`config.mk`:
```
export PLATFORM = sky130hd
export DESIGN_NAME = bus_master_frame_engine_core
export DESIGN_NICKNAME = d
export VERILOG_FILES = /design/src/rtl/bmfe_pkg.sv /design/src/rtl/bmfe_front.sv /design/src/rtl/bmfe_queue.sv /design/src/rtl/bmfe_back.sv /design/src/rtl/bus_master_frame_engine_core.sv
export SDC_FILE = /design/constraint.sdc
export NUM_CORES = 1
export LEC_CHECK = 0
export ABC_AREA = 1
export BUFFER_PORTS_ARGS = -buffer_cell sky130_fd_sc_hd__clkbuf_2
export CAP_MARGIN = 30
export CORE_ASPECT_RATIO = 0.9
export CORE_MARGIN = 3
export CORE_UTILIZATION = 30
export DETAILED_ROUTE_END_ITERATION = 7
export PLACE_DENSITY = 0.46
export SLEW_MARGIN = 20
export SYNTH_ARGS = -nofsm -noshare
export SYNTH_HDL_FRONTEND = slang
export SYNTH_SLANG_ARGS = --single-unit
```
`constraint.sdc`:
```
create_clock -name clk -period 4 [get_ports clk]
set_input_delay 0.4 -clock clk [delete_from_list [all_inputs] [get_ports clk]]
set_output_delay 0.4 -clock clk [all_outputs]
set_load 0.05 [all_outputs]
```
`src/rtl/bmfe_pkg.sv`:
```
// shared types, codes and the crc-16/modbus byte update for the bus master frame engine
`default_nettype none
package bmfe_pkg;

  // action codes on the input tuser
  localparam logic [2:0] ACT_HEADER  = 3'd0;
  localparam logic [2:0] ACT_PAYLOAD = 3'd1;
  localparam logic [2:0] ACT_RX_BYTE = 3'd2;
  localparam logic [2:0] ACT_TICK    = 3'd3;
  localparam logic [2:0] ACT_EDGE    = 3'd4;

  // result kinds on the output tuser
  localparam logic [2:0] KIND_XMIT    = 3'd0;
  localparam logic [2:0] KIND_RBYTE   = 3'd1;
  localparam logic [2:0] KIND_GOOD    = 3'd2;
  localparam logic [2:0] KIND_BAD_CRC = 3'd3;
  localparam logic [2:0] KIND_TIMEOUT = 3'd4;
  localparam logic [2:0] KIND_BC_ACK  = 3'd5;
  localparam logic [2:0] KIND_REJECT  = 3'd6;

  // configuration register indexes
  localparam logic [1:0] CFG_IDX_SEED    = 2'd0;
  localparam logic [1:0] CFG_IDX_WINDOW  = 2'd1;
  localparam logic [1:0] CFG_IDX_TIMEOUT = 2'd2;

  localparam logic [15:0] CRC_SEED_RST = 16'd0;
  localparam logic [7:0]  WINDOW_RST   = 8'd5;
  localparam logic [15:0] TIMEOUT_RST  = 16'd1000;
  localparam logic [15:0] CRC_POLY     = 16'hA001;

  localparam int QUEUE_DEPTH_DEF = 4;

  typedef enum logic [2:0] {
    OP_NONE,
    OP_HEADER,
    OP_PAYLOAD,
    OP_RX_BYTE,
    OP_TICK,
    OP_EDGE
  } op_t;

  typedef enum logic [2:0] {
    PH_IDLE,
    PH_SENDING,
    PH_TX_DONE,
    PH_WAIT,
    PH_RECEIVING
  } phase_t;

  typedef enum logic [2:0] {
    BS_IDLE,
    BS_HDR_LEN,
    BS_HDR_CMD,
    BS_CRC_LO,
    BS_CRC_HI
  } bstate_t;

  typedef struct packed {
    op_t        op;
    logic [7:0] address;
    logic [7:0] command;
    logic [7:0] payload_length;
    logic [8:0] len_word;
    logic [7:0] byte_value;
  } cmd_t;

  typedef struct packed {
    logic [2:0] kind;
    logic [8:0] word;
    logic [7:0] index;
    logic       last;
  } res_t;

  typedef struct packed {
    logic [15:0] crc_seed;
    logic [7:0]  response_window_ticks;
    logic [15:0] receive_timeout_ticks;
  } cfg_t;

  typedef struct packed {
    logic pop;
    logic busy;
  } back_stat_t;

  function automatic logic [15:0] crc16_byte(input logic [15:0] crc, input logic [7:0] b);
    logic [15:0] c;
    c = crc ^ {8'd0, b};
    for (int i = 0; i < 8; i++) begin
      if (c[0]) begin
        c = (c >> 1) ^ CRC_POLY;
      end else begin
        c = c >> 1;
      end
    end
    return c;
  endfunction

endpackage
`default_nettype wire

```
`src/rtl/bmfe_front.sv`:
```
// front end: accepts input items and classifies them into queue commands
`default_nettype none
module bmfe_front (
  input  wire logic          s_tvalid,
  output logic               s_tready,
  input  wire logic [31:0]   s_tdata,  // address, command, payload_length, byte_value
  input  wire logic [2:0]    s_tuser,  // action
  input  wire logic          q_full,
  output logic               q_push,
  output bmfe_pkg::cmd_t     q_cmd
);
  import bmfe_pkg::*;

  op_t op;

  always_comb begin
    case (s_tuser)
      ACT_HEADER:  op = OP_HEADER;
      ACT_PAYLOAD: op = OP_PAYLOAD;
      ACT_RX_BYTE: op = OP_RX_BYTE;
      ACT_TICK:    op = OP_TICK;
      ACT_EDGE:    op = OP_EDGE;
      default:     op = OP_NONE;
    endcase
  end

  always_comb begin
    q_cmd.op             = op;
    q_cmd.address        = s_tdata[7:0];
    q_cmd.command        = s_tdata[15:8];
    q_cmd.payload_length = s_tdata[23:16];
    q_cmd.len_word       = {1'b0, s_tdata[23:16]} + 9'd1;
    q_cmd.byte_value     = s_tdata[31:24];
  end

  // unknown actions are taken and dropped here
  assign s_tready = !q_full;
  assign q_push   = s_tvalid && !q_full && (op != OP_NONE);

endmodule
`default_nettype wire

```
`src/rtl/bmfe_queue.sv`:
```
// small command queue between front and back
`default_nettype none
module bmfe_queue #(
  parameter int DEPTH = bmfe_pkg::QUEUE_DEPTH_DEF
) (
  input  wire logic           clk,
  input  wire logic           rst,
  input  wire logic           push,
  input  wire bmfe_pkg::cmd_t push_cmd,
  input  wire logic           pop,
  output logic                full,
  output logic                valid,
  output bmfe_pkg::cmd_t      head
);
  import bmfe_pkg::*;

  localparam int AW = (DEPTH > 1) ? $clog2(DEPTH) : 1;
  localparam int CW = $clog2(DEPTH + 1);
  localparam logic [AW-1:0] LAST_PTR = AW'(DEPTH - 1);
  localparam logic [CW-1:0] DEPTH_CNT = CW'(DEPTH);

  cmd_t          mem [DEPTH];
  logic [AW-1:0] wr_ptr;
  logic [AW-1:0] rd_ptr;
  logic [CW-1:0] count;
  logic          do_push;
  logic          do_pop;

  assign full    = (count == DEPTH_CNT);
  assign valid   = (count != '0);
  assign head    = mem[rd_ptr];
  assign do_push = push && !full;
  assign do_pop  = pop && valid;

  always_ff @(posedge clk) begin
    if (do_push) begin
      mem[wr_ptr] <= push_cmd;
    end
  end

  always_ff @(posedge clk) begin
    if (rst) begin
      wr_ptr <= '0;
      rd_ptr <= '0;
      count  <= '0;
    end else begin
      if (do_push) begin
        wr_ptr <= (wr_ptr == LAST_PTR) ? '0 : wr_ptr + 1'b1;
      end
      if (do_pop) begin
        rd_ptr <= (rd_ptr == LAST_PTR) ? '0 : rd_ptr + 1'b1;
      end
      case ({do_push, do_pop})
        2'b10:   count <= count + 1'b1;
        2'b01:   count <= count - 1'b1;
        default: count <= count;
      endcase
    end
  end

endmodule
`default_nettype wire

```
`src/rtl/bmfe_back.sv`:
```
// back end: transaction state, frame sequencer, crc and the output register
`default_nettype none
module bmfe_back (
  input  wire logic           clk,
  input  wire logic           rst,
  input  wire bmfe_pkg::cfg_t cfg,
  input  wire logic           q_valid,
  input  wire bmfe_pkg::cmd_t q_cmd,
  output bmfe_pkg::back_stat_t stat,
  output logic                m_tvalid,
  input  wire logic           m_tready,
  output bmfe_pkg::res_t      m_res
);
  import bmfe_pkg::*;

  bstate_t     bstate, bstate_next;
  phase_t      phase, phase_next;
  logic [15:0] tx_crc, tx_crc_next;
  logic [7:0]  payload_left, payload_left_next;
  logic [7:0]  dest_address, dest_address_next;
  logic [7:0]  response_ticks, response_ticks_next;
  logic [15:0] receive_ticks, receive_ticks_next;
  logic [7:0]  reply_length, reply_length_next;
  logic [8:0]  reply_count, reply_count_next;
  logic [15:0] rx_crc, rx_crc_next;
  logic [7:0]  crc_low_seen, crc_low_seen_next;
  logic [8:0]  len_word, len_word_next;
  logic [7:0]  cmd_byte, cmd_byte_next;

  logic        slot_free;
  logic        go;
  logic        emit;
  res_t        res;

  logic        rx_wait;
  logic [8:0]  rc;
  logic [7:0]  rlen;
  logic [15:0] crc_in;
  logic [7:0]  low_in;
  logic [15:0] rx_step;
  logic [7:0]  window_eff;
  logic [15:0] timeout_eff;
  logic [7:0]  tx_byte;
  logic [15:0] tx_step;

  assign slot_free = !m_tvalid || m_tready;
  assign go        = slot_free && ((bstate != BS_IDLE) || q_valid);
  assign stat.pop  = go && (bstate == BS_IDLE);
  assign stat.busy = (bstate != BS_IDLE);

  assign window_eff  = (cfg.response_window_ticks == '0) ? 8'd1 : cfg.response_window_ticks;
  assign timeout_eff = (cfg.receive_timeout_ticks == '0) ? 16'd1 : cfg.receive_timeout_ticks;

  // reception start folded in for a byte arriving inside the window
  assign rx_wait = (phase == PH_WAIT);
  assign rc      = rx_wait ? 9'd0 : reply_count;
  assign rlen    = rx_wait ? 8'd0 : reply_length;
  assign crc_in  = rx_wait ? cfg.crc_seed : rx_crc;
  assign low_in  = rx_wait ? 8'd0 : crc_low_seen;
  assign rx_step = crc16_byte(crc_in, q_cmd.byte_value);

  // one crc byte step per cycle on the transmit side, while the output slot is free
  always_comb begin
    case (bstate)
      BS_HDR_LEN: tx_byte = len_word[7:0];
      BS_HDR_CMD: tx_byte = cmd_byte;
      default:    tx_byte = q_cmd.byte_value;
    endcase
  end
  assign tx_step = crc16_byte(tx_crc, tx_byte);

  always_comb begin
    bstate_next = bstate;
    case (bstate)
      BS_IDLE: begin
        if (go && q_cmd.op == OP_HEADER && phase == PH_IDLE) begin
          bstate_next = BS_HDR_LEN;
        end else if (go && q_cmd.op == OP_PAYLOAD && phase == PH_SENDING &&
                     payload_left == 8'd1) begin
          bstate_next = BS_CRC_LO;
        end
      end
      BS_HDR_LEN: begin
        if (go) bstate_next = BS_HDR_CMD;
      end
      BS_HDR_CMD: begin
        if (go) bstate_next = (payload_left == '0) ? BS_CRC_LO : BS_IDLE;
      end
      BS_CRC_LO: begin
        if (go) bstate_next = BS_CRC_HI;
      end
      BS_CRC_HI: begin
        if (go) bstate_next = BS_IDLE;
      end
      default: bstate_next = BS_IDLE;
    endcase
  end

  always_comb begin
    phase_next          = phase;
    tx_crc_next         = tx_crc;
    payload_left_next   = payload_left;
    dest_address_next   = dest_address;
    response_ticks_next = response_ticks;
    receive_ticks_next  = receive_ticks;
    reply_length_next   = reply_length;
    reply_count_next    = reply_count;
    rx_crc_next         = rx_crc;
    crc_low_seen_next   = crc_low_seen;
    len_word_next       = len_word;
    cmd_byte_next       = cmd_byte;
    emit                = 1'b0;
    res.kind            = KIND_XMIT;
    res.word            = '0;
    res.index           = '0;
    res.last            = 1'b1;

    if (go) begin
      case (bstate)
        BS_IDLE: begin
          case (q_cmd.op)
            OP_HEADER: begin
              emit = 1'b1;
              if (phase != PH_IDLE) begin
                res.kind = KIND_REJECT;
              end else begin
                dest_address_next = q_cmd.address;
                payload_left_next = q_cmd.payload_length;
                tx_crc_next       = crc16_byte(cfg.crc_seed, q_cmd.address);
                len_word_next     = q_cmd.len_word;
                cmd_byte_next     = q_cmd.command;
                phase_next        = PH_SENDING;
                res.word          = {1'b1, q_cmd.address};
                res.last          = 1'b0;
              end
            end
            OP_PAYLOAD: begin
              if (phase == PH_SENDING && payload_left != '0) begin
                emit              = 1'b1;
                res.word          = {1'b0, q_cmd.byte_value};
                tx_crc_next       = tx_step;
                payload_left_next = payload_left - 8'd1;
                if (payload_left == 8'd1) begin
                  phase_next = PH_TX_DONE;
                  res.last   = 1'b0;
                end
              end
            end
            OP_RX_BYTE: begin
              if (rx_wait || phase == PH_RECEIVING) begin
                if (rx_wait) begin
                  response_ticks_next = '0;
                  receive_ticks_next  = timeout_eff;
                  reply_count_next    = '0;
                  reply_length_next   = '0;
                  crc_low_seen_next   = '0;
                  rx_crc_next         = cfg.crc_seed;
                  phase_next          = PH_RECEIVING;
                end
                if (rc == '0) begin
                  reply_length_next = q_cmd.byte_value;
                  rx_crc_next       = rx_step;
                  emit              = 1'b1;
                  res.kind          = KIND_RBYTE;
                  res.word          = {1'b0, q_cmd.byte_value};
                  reply_count_next  = 9'd1;
                end else if (rc <= {1'b0, rlen}) begin
                  rx_crc_next      = rx_step;
                  emit             = 1'b1;
                  res.kind         = KIND_RBYTE;
                  res.word         = {1'b0, q_cmd.byte_value};
                  res.index        = rc[7:0];
                  reply_count_next = rc + 9'd1;
                end else if (rc == {1'b0, rlen} + 9'd1) begin
                  crc_low_seen_next = q_cmd.byte_value;
                  reply_count_next  = rc + 9'd1;
                end else begin
                  emit = 1'b1;
                  if (low_in == crc_in[7:0] && q_cmd.byte_value == crc_in[15:8]) begin
                    res.kind = KIND_GOOD;
                  end else begin
                    res.kind = KIND_BAD_CRC;
                  end
                  reply_count_next   = '0;
                  receive_ticks_next = '0;
                  phase_next         = PH_IDLE;
                end
              end
            end
            OP_TICK: begin
              case (phase)
                PH_TX_DONE: begin
                  if (dest_address == '0) begin
                    emit       = 1'b1;
                    res.kind   = KIND_BC_ACK;
                    phase_next = PH_IDLE;
                  end else begin
                    response_ticks_next = window_eff;
                    phase_next          = PH_WAIT;
                  end
                end
                PH_WAIT: begin
                  if (response_ticks <= 8'd1) begin
                    response_ticks_next = '0;
                    emit                = 1'b1;
                    res.kind            = KIND_TIMEOUT;
                    phase_next          = PH_IDLE;
                  end else begin
                    response_ticks_next = response_ticks - 8'd1;
                  end
                end
                PH_RECEIVING: begin
                  if (receive_ticks <= 16'd1) begin
                    receive_ticks_next = '0;
                    reply_count_next   = '0;
                    emit               = 1'b1;
                    res.kind           = KIND_TIMEOUT;
                    phase_next         = PH_IDLE;
                  end else begin
                    receive_ticks_next = receive_ticks - 16'd1;
                  end
                end
                default: ;
              endcase
            end
            OP_EDGE: begin
              if (rx_wait) begin
                response_ticks_next = '0;
                receive_ticks_next  = timeout_eff;
                reply_count_next    = '0;
                reply_length_next   = '0;
                crc_low_seen_next   = '0;
                rx_crc_next         = cfg.crc_seed;
                phase_next          = PH_RECEIVING;
              end
            end
            default: ;
          endcase
        end
        BS_HDR_LEN: begin
          emit        = 1'b1;
          res.word    = len_word;
          res.last    = 1'b0;
          tx_crc_next = tx_step;
        end
        BS_HDR_CMD: begin
          emit        = 1'b1;
          res.word    = {1'b0, cmd_byte};
          res.last    = (payload_left != '0);
          tx_crc_next = tx_step;
          if (payload_left == '0) begin
            phase_next = PH_TX_DONE;
          end
        end
        BS_CRC_LO: begin
          emit     = 1'b1;
          res.word = {1'b0, tx_crc[7:0]};
          res.last = 1'b0;
        end
        BS_CRC_HI: begin
          emit     = 1'b1;
          res.word = {1'b0, tx_crc[15:8]};
        end
        default: ;
      endcase
    end
  end

  always_ff @(posedge clk) begin
    if (rst) begin
      bstate         <= BS_IDLE;
      phase          <= PH_IDLE;
      tx_crc         <= '0;
      payload_left   <= '0;
      dest_address   <= '0;
      response_ticks <= '0;
      receive_ticks  <= '0;
      reply_length   <= '0;
      reply_count    <= '0;
      rx_crc         <= '0;
      crc_low_seen   <= '0;
      m_tvalid       <= 1'b0;
    end else begin
      bstate         <= bstate_next;
      phase          <= phase_next;
      tx_crc         <= tx_crc_next;
      payload_left   <= payload_left_next;
      dest_address   <= dest_address_next;
      response_ticks <= response_ticks_next;
      receive_ticks  <= receive_ticks_next;
      reply_length   <= reply_length_next;
      reply_count    <= reply_count_next;
      rx_crc         <= rx_crc_next;
      crc_low_seen   <= crc_low_seen_next;
      if (slot_free) begin
        m_tvalid <= emit;
      end
    end
  end

  always_ff @(posedge clk) begin
    len_word <= len_word_next;
    cmd_byte <= cmd_byte_next;
    if (slot_free) begin
      m_res <= res;
    end
  end

endmodule
`default_nettype wire

```
`src/rtl/bus_master_frame_engine_core.sv`:
```
// top level of the 9-bit rs485 bus master frame engine
`default_nettype none
// Master side of a 9-bit RS485 bus with CRC-16/MODBUS framing. Input items are
// classified on arrival and held in a command queue of QUEUE_DEPTH entries; a back
// end sequencer executes them and drives one result item per cycle, while the sink
// is ready, through an output register. A header is sent as address, length word
// and command, then the two CRC bytes when it has no payload; a rejected header gives
// one reject item. The last payload byte is followed by the two CRC bytes, and the
// CRC is advanced one byte per cycle by the sequencer while the output is not stalled.
// The input side keeps accepting while the queue has room, so a slow sink only stalls
// the front once the queue fills. Configuration writes are registered and accepted every cycle.
module bus_master_frame_engine_core #(
  parameter int QUEUE_DEPTH = bmfe_pkg::QUEUE_DEPTH_DEF
) (
  input  wire logic        clk,
  input  wire logic        rst,
  input  wire logic        s_tvalid,
  output logic             s_tready,
  input  wire logic [31:0] s_tdata,   // address, command, payload_length, byte_value
  input  wire logic [2:0]  s_tuser,   // action
  output logic             m_tvalid,
  input  wire logic        m_tready,
  output logic [23:0]      m_tdata,   // word, index, zero fill
  output logic [2:0]       m_tuser,   // kind
  output logic             m_tlast,   // last
  input  wire logic        cfg_valid,
  output logic             cfg_ready,
  input  wire logic [1:0]  cfg_index,
  input  wire logic [15:0] cfg_data
);
  import bmfe_pkg::*;

  cfg_t       cfg;
  cmd_t       push_cmd;
  cmd_t       head_cmd;
  logic       q_push;
  logic       q_full;
  logic       q_valid;
  back_stat_t stat;
  res_t       res;

  assign cfg_ready = 1'b1;

  always_ff @(posedge clk) begin
    if (rst) begin
      cfg.crc_seed              <= CRC_SEED_RST;
      cfg.response_window_ticks <= WINDOW_RST;
      cfg.receive_timeout_ticks <= TIMEOUT_RST;
    end else if (cfg_valid && cfg_ready) begin
      case (cfg_index)
        CFG_IDX_SEED:    cfg.crc_seed              <= cfg_data;
        CFG_IDX_WINDOW:  cfg.response_window_ticks <= cfg_data[7:0];
        CFG_IDX_TIMEOUT: cfg.receive_timeout_ticks <= cfg_data;
        default: ;
      endcase
    end
  end

  bmfe_front u_front (
    .s_tvalid (s_tvalid),
    .s_tready (s_tready),
    .s_tdata  (s_tdata),
    .s_tuser  (s_tuser),
    .q_full   (q_full),
    .q_push   (q_push),
    .q_cmd    (push_cmd)
  );

  bmfe_queue #(
    .DEPTH (QUEUE_DEPTH)
  ) u_queue (
    .clk      (clk),
    .rst      (rst),
    .push     (q_push),
    .push_cmd (push_cmd),
    .pop      (stat.pop),
    .full     (q_full),
    .valid    (q_valid),
    .head     (head_cmd)
  );

  bmfe_back u_back (
    .clk      (clk),
    .rst      (rst),
    .cfg      (cfg),
    .q_valid  (q_valid),
    .q_cmd    (head_cmd),
    .stat     (stat),
    .m_tvalid (m_tvalid),
    .m_tready (m_tready),
    .m_res    (res)
  );

  assign m_tdata = {7'd0, res.index, res.word};
  assign m_tuser = res.kind;
  assign m_tlast = res.last;

  // the back end only takes a queued item when one is there
  a_pop_needs_item: assert property (@(posedge clk) disable iff (rst)
    stat.pop |-> q_valid)
    else $error("queue popped while empty");

  // no new item is taken while the sequencer is busy with header or crc bytes
  a_no_pop_mid_frame: assert property (@(posedge clk) disable iff (rst)
    stat.busy |-> !stat.pop)
    else $error("item taken in the middle of a frame");

  // status results carry no word
  a_status_word_zero: assert property (@(posedge clk) disable iff (rst)
    (m_tvalid && m_tuser != KIND_XMIT && m_tuser != KIND_RBYTE) |-> (m_tdata[8:0] == 9'd0))
    else $error("status item with nonzero word");

  // a rejected header is a single result item
  a_reject_last: assert property (@(posedge clk) disable iff (rst)
    (m_tvalid && m_tuser == KIND_REJECT) |-> m_tlast)
    else $error("reject item without last");

endmodule
`default_nettype wire
```
==> run metrics, run 1 <==
Final Util 0.348; crit path launch type flip-flop; reg-to-reg setup timing slack 0.59 ns; IO Port Bufs 80; TritonCTS clock tree built; Netlist Area Pre-Place 0.0189 mm^2; largest net degree at the start of global routing 78; post-synthesis instance total 2261; Fin. Hold Viols 0; register area share after synthesis 0.503; post-route setup TNS 0 ns; Hold Buf Count CTS 0; layout cell share with drive strength beyond 1 0.122; Final Setup Violations 0; row count 86; CTS clk-pin slew, worst paths 0.06 ns; Main synth FF type edfxtp_1; clock latency at the later pin of the worst-skew pair 0.57 ns; outcome completed; vias in the first global route 15200; final wirelength 60.7 mm; first-pass GRT wire length 92.5 mm; vias per std cell 5.01; Chip Height 244 um; root buf cell clkbuf_16; Crit path arrival time 3.90 ns; DIE WIDTH 270 um; peak supply drop 0.485 mV; worst-margin pin slew 0.842 ns; Layout Area Growth over Synthesis 13.9%; total CTS buffers 43; # diodes 0; ranking of synthesized cells by area edfxtp_1 (34%), dfxtp_1 (16%), nand2_1 (10%), o21ai_0 (6.1%), a21oi_1 (4.5%); critical path class reg2reg; largest area contributor in the netlist edfxtp_1; PwrDens 918 mW/mm^2; Max FO, Critical Path 20; Hold Crit Class in2reg; Max-slew headroom 0.438; CORE AREA 0.0617 mm^2; LEAKAGE 0.00843 uW; H-tree depth 2; Post-synth EDFFs 214; setup bufs post-CTS 0; drt pass-1 iters 6; num ports 89; Yosys warning total 0; Avg Cell Area, Syn 8.34 um^2; initial antenna violation count 2; GP Congestion 0.923; Synth cell types 66; top cell type's share of synthesized area 0.341; Tcrit/Tclk final 0.852; Post-synth ARST share 0; Starting Density 0.306; f_max 293 MHz; Total Routing Usage GR 0.182; final hold slack 0.0542 ns; DR DRC count 0; Tot Pwr 19700 uW; crit end category flip-flop; RSZ-0062 raised after global routing false; Clock Skew 0.0177 ns; DR vias 16000; crit path time final 3.41 ns; dpl hpwl 43.2 mm; routed length per instance 19.0 um; number of max-cap violations 0; Final nets 2404; synthesis-stage register bit count 367; Final ANT Viol Nets 0; Slew Viols, Final 0; Worst Path Required 4.49 ns; CTS Sinks 367; initial DRC count 1384; Clock Path Buffers 3; die footprint 0.0659 mm^2; cts repair resizes 0; total congestion overflow 0
report_power, final:
group,total [uW],switching (uW),internal [uW]
combinational,10600,7570,3030
clock,3960,1610,2350
sequential,5160,461,4700
per-stage QoR:
| step | std cells | worst slack [ns] | area [um^2] |
|---|---|---|---|
| 6_report | 3193 | 0.590 | 21500 |
| 2_1_floorplan | 2267 | 0.427 | 18900 |
| 3_5_place_dp | 3114 | 0.681 | 20100 |
| 4_1_cts | 3193 | 0.648 | 21500 |
| 5_1_grt | 3193 | 0.307 | 21500 |
| 3_3_place_gp | 3113 | 0.670 | 20000 |
routing by layer:
| layer | part of all wire | track usage | vias to the layer above |
|---|---|---|---|
| met4 | 0.027 | 0.0554 | 4 |
| met1 | 0.48 | 0.262 | 7591 |
| met5 | 0.00056 | 0 | - |
| met3 | 0.063 | 0.0312 | 94 |
| met2 | 0.43 | 0.279 | 472 |
| li1 | - | - | 7835 |
cells in the mapped netlist (23+ instances only):
| master | instances |
|---|---|
| a21oi_1 | 169 |
| a31oi_1 | 26 |
| clkbuf_1 | 54 |
| dfxtp_1 | 153 |
| edfxtp_1 | 214 |
| inv_1 | 163 |
| inv_2 | 28 |
| nand2_1 | 502 |
| nand3_1 | 144 |
| nor2_1 | 213 |
| o21ai_0 | 229 |
| o21ai_1 | 25 |
| o22ai_1 | 23 |
| xor2_1 | 37 |
kinds of logic (layout without fill, tap and decap cells):
family / after synthesis / in the layout / synth area share
adder cells (fa/ha/maj): 23 / 23 / 0.0157
flip-flops: 367 / 367 / 0.503
other: 2 / 8 / 0.000398
multiplexers: 4 / 4 / 0.00212
XOR/XNOR: 60 / 60 / 0.0283
buffers and inverters: 296 / 386 / 0.0679
AND/OR/NAND/NOR: 968 / 968 / 0.221
AO/OA/AOI/OAI: 541 / 541 / 0.161
layout make-up:
type | count | area (um^2)
multi-input combinational | 1604 | 8140
sequential | 367 | 9490
inverter | 194 | 731
clock inverter | 27 | 282
tap | 836 | 1050
timing repair buffer | 113 | 661
fill | 6380 | 40200
clock buffer | 52 | 1130
path summary, 6_finish.rpt:
check,startpoint,to,depth (start not counted)
max,u_back.bstate[1],u_back.receive_ticks[13],14
min,s_tdata[25],u_queue.mem[0][1],1
max reg2reg,u_back.bstate[1],u_back.receive_ticks[13],14
min reg2reg,u_back.crc_low_seen[1],u_back.crc_low_seen[1],2
placed cells by master (no fill, tap or decap), drive strengths merged, types with 2 or more instances in the layout:
master	n
clkbuf	132
bufinv	5
xnor2	22
a211oi	8
clkinv	21
nand3b	3
a211o	2
xor2	38
nor2	232
nand3	151
o21ai	259
a31oi	26
a22oi	5
a32oi	2
a21boi	2
mux2i	4
conb	8
nor4	9
or2	8
dfxtp	153
buf	33
nand4	18
o22ai	23
o211ai	23
o221ai	2
nand2	523
inv	193
o2111ai	3
edfxtp	214
a21oi	171
clkinvlp	2
nor3	21
a221oi	7
ha	22
flip-flops by register name (all words and copies together), names as in the netlist, 9 cells and up, named ones only:
name / cells
u_back.len_word: 9
u_back.rx_crc: 16
u_back.receive_ticks: 16
u_back.tx_crc: 16
u_back.m_res: 21
u_back.reply_count: 9
cfg: 40
u_queue.mem: 176
worst max-delay path, stage by stage, from the launching register on:
cell,delay (ns)
dfxtp_1,0.73
nor2_1,0.11
inv_2,0.09
nor2_2,0.04
inv_2,0.21
nor4_2,0.11
nor2_4,0.26
nand2_1,0.14
inv_2,0.17
nand2_1,0.15
a21oi_2,0.23
o21ai_2,0.23
inv_1,0.52
o21ai_0,0.17
a31oi_1,0.16
No activity file was read; power rests on OpenSTA's default activity.
==> run 2: changes to the inputs <==
- GPL_ROUTABILITY_DRIVEN: unset -> 0
- clock period: 4 -> 3.57 ns (I/O delays scaled with it)
==> run metrics, run 2 (synthesized netlist as in run 1, its figures left out) <==
outcome completed; Tcrit/Tclk final 0.939 (+0.0867); combinational share of power 0.542 (+0.004); CP max stage delay 0.59 ns (-0.14 ns); largest net degree at the start of global routing 53 (-32%); die footprint 0.0659 mm^2 (unchanged); peak supply drop 0.525 mV (+8.3%); Final nets 2440 (+1.5%); root buf cell clkbuf_16; Starting Density 0.306 (unchanged); crit end category flip-flop; reg-to-reg setup timing slack 0.22 ns (-0.37 ns); Seq pwr share 0.260 (-0.002); DR DRC count 0 (unchanged); crit path time final 3.35 ns (-0.0571 ns); vias in the first global route 15400 (+1.3%); Final ANT Viol Nets 0 (unchanged); RSZ-0062 raised after global routing false; num ports 89 (unchanged); PwrDens 1010 mW/mm^2 (+10%); DR vias 16100 (+0.94%); commonest non-fill, non-tap cell in the layout nand2_1; Fin. Hold Viols 0 (unchanged); routed length per instance 18.7 um (-1.9%); NetSw 10900 uW (+13%); Layout Area Growth over Synthesis 15.6%; crit path launch type flip-flop; clock latency at the later pin of the worst-skew pair 0.60 ns (+0.03 ns); Max FO, Critical Path 40 (+100%); Crit path arrival time 3.65 ns (-0.25 ns); vias per std cell 5.00 (-0.19%); dpl hpwl 42.6 mm (-1.3%); Final Setup Violations 0 (unchanged); drt pass-1 iters 5 (-1); total CTS buffers 43 (unchanged); layout cell share with drive strength beyond 1 0.121 (-0.000996); Hold Crit Class in2reg; Slew Viols, Final 0 (unchanged); worst-margin pin slew 0.854 ns (+0.0115 ns); Top Registers u_queue.mem x176, cfg x40, u_back.m_res x21; switching portion of total power 0.492 (+0.00268); CORE AREA 0.0617 mm^2 (unchanged); number of max-cap violations 0 (unchanged); IO Port Bufs 80 (unchanged); row count 86 (unchanged); TritonCTS clock tree built; setup bufs post-CTS 0 (unchanged); CTS Sinks 367 (unchanged); Total Routing Usage GR 0.180 (-0.00184); Post-Layout Cell Count 3229 (+1.1%); CTS clk-pin slew, worst paths 0.05 ns (about the same); Inst Count DP 3121 (+0.22%); final hold slack 0.0367 ns (-0.0175 ns); H-tree depth 2 (unchanged); total congestion overflow 0 (unchanged); Clock Skew 0.0349 ns (+0.0172 ns); f_max 298 MHz (+1.7%); critical path class reg2reg; Clock Path Buffers 3 (unchanged); max reg flops 176 (unchanged); DIE WIDTH 270 um (unchanged); final wirelength 60.2 mm (-0.79%); post-route cell area 0.0218 mm^2 (+1.5%); commonest cells after routing, fill and taps aside nand2_1 (502), o21ai_0 (229), edfxtp_1 (214), nor2_1 (208), a21oi_1 (169); # diodes 0 (unchanged); post-route setup TNS 0 ns (unchanged); LEAKAGE 0.00857 uW (+1.6%); initial DRC count 1281 (-7.4%); cells along the critical path inv_2 -> nand3_2 -> buf_4 -> buf_4 -> o21ai_0 -> nor2_1 -> o2111ai_1 -> o31ai_1 -> a21oi_1; first-pass GRT wire length 93.1 mm (+0.63%); Max-slew headroom 0.425 (-0.0137); Top reg by flops u_queue.mem; Top cell by count, worst path buf_4; Chip Height 244 um (unchanged); slowest CP cell dfxtp_1; Pint 11200 uW (+12%); Worst Path Required 3.87 ns (-0.62 ns); initial antenna violation count 1 (-1); Clock power frac 0.198 (-0.003); Placed Area 0.0201 mm^2 (+0.26%)
## run 2: cell types whose count changed in the layout (fill, tap and decap cells not counted), sizes merged
| cell | delta |
|---|---|
| inv | +1 |
| clkinv | -6 |
| clkbuf | +7 |
| dlygate4sd3 | +29 |
| buf | +7 |
| bufinv | -2 |
## run 2: path summary, 6_finish.rpt
path | start | end | cells past startpoint
worst min register to register | u_back.rx_crc[13] | u_back.rx_crc[13] | 2
worst max register to register | u_back.phase[2] | u_back.m_res[18] | 9
worst max-delay path | u_back.phase[2] | u_back.m_res[18] | 9
worst min-delay path | s_tdata[1] | u_queue.mem[0][34] | 1
## run 2: power groups by stage
stage / logic [uW] / clock network, uW / registers, uW
finish: 12000 / 4380 / 5760
floorplan: 8460 / 0 / 5930
global route: 13400 / 4670 / 5840
global placement: 11800 / 0 / 5820
CTS: 11900 / 4500 / 5750
detailed placement: 11800 / 0 / 5830
## run 2: through the flow
stage / util / setup WS (ns) / power, uW
5_1_grt: 0.354 / 0.0103 / 23900
4_1_cts: 0.354 / 0.297 / 22200
3_3_place_gp: 0.326 / 0.294 / 17600
6_report: 0.354 / 0.217 / 22100
2_1_floorplan: - / -0.00328 / 14400
3_5_place_dp: 0.326 / 0.335 / 17700
## run 2: layout make-up
cell class	instances	area, um^2
fill	6378	39900
tap	836	1050
multi-input combinational	1604	8140
sequential	367	9490
clock buffer	59	1160
clock inverter	20	234
inverter	194	731
timing repair buffer	149	1000
## run 2: worst max-delay path: cells and delay by family, from the launching register on
kind	cells	cell delay, ns
AND/OR/NAND/NOR	2	0.49
buffers and inverters	3	0.90
flip-flops	1	0.59
AO/OA/AOI/OAI	4	1.09
## run 2: repair_timing
item                                   in CTS  in global routing
endpoints found under the hold margin     104                  0
setup endpoints to repair                   0                  0
gates resized for setup                     0                  0
hold buffers                               29                  0
## run 2: per-layer routing
layer,global-route usage,share of wire,vias up
met2,0.275,0.43,444
met5,0,0.00022,-
met1,0.263,0.49,7705
li1,-,-,7906
met3,0.0275,0.055,89
met4,0.0509,0.024,2
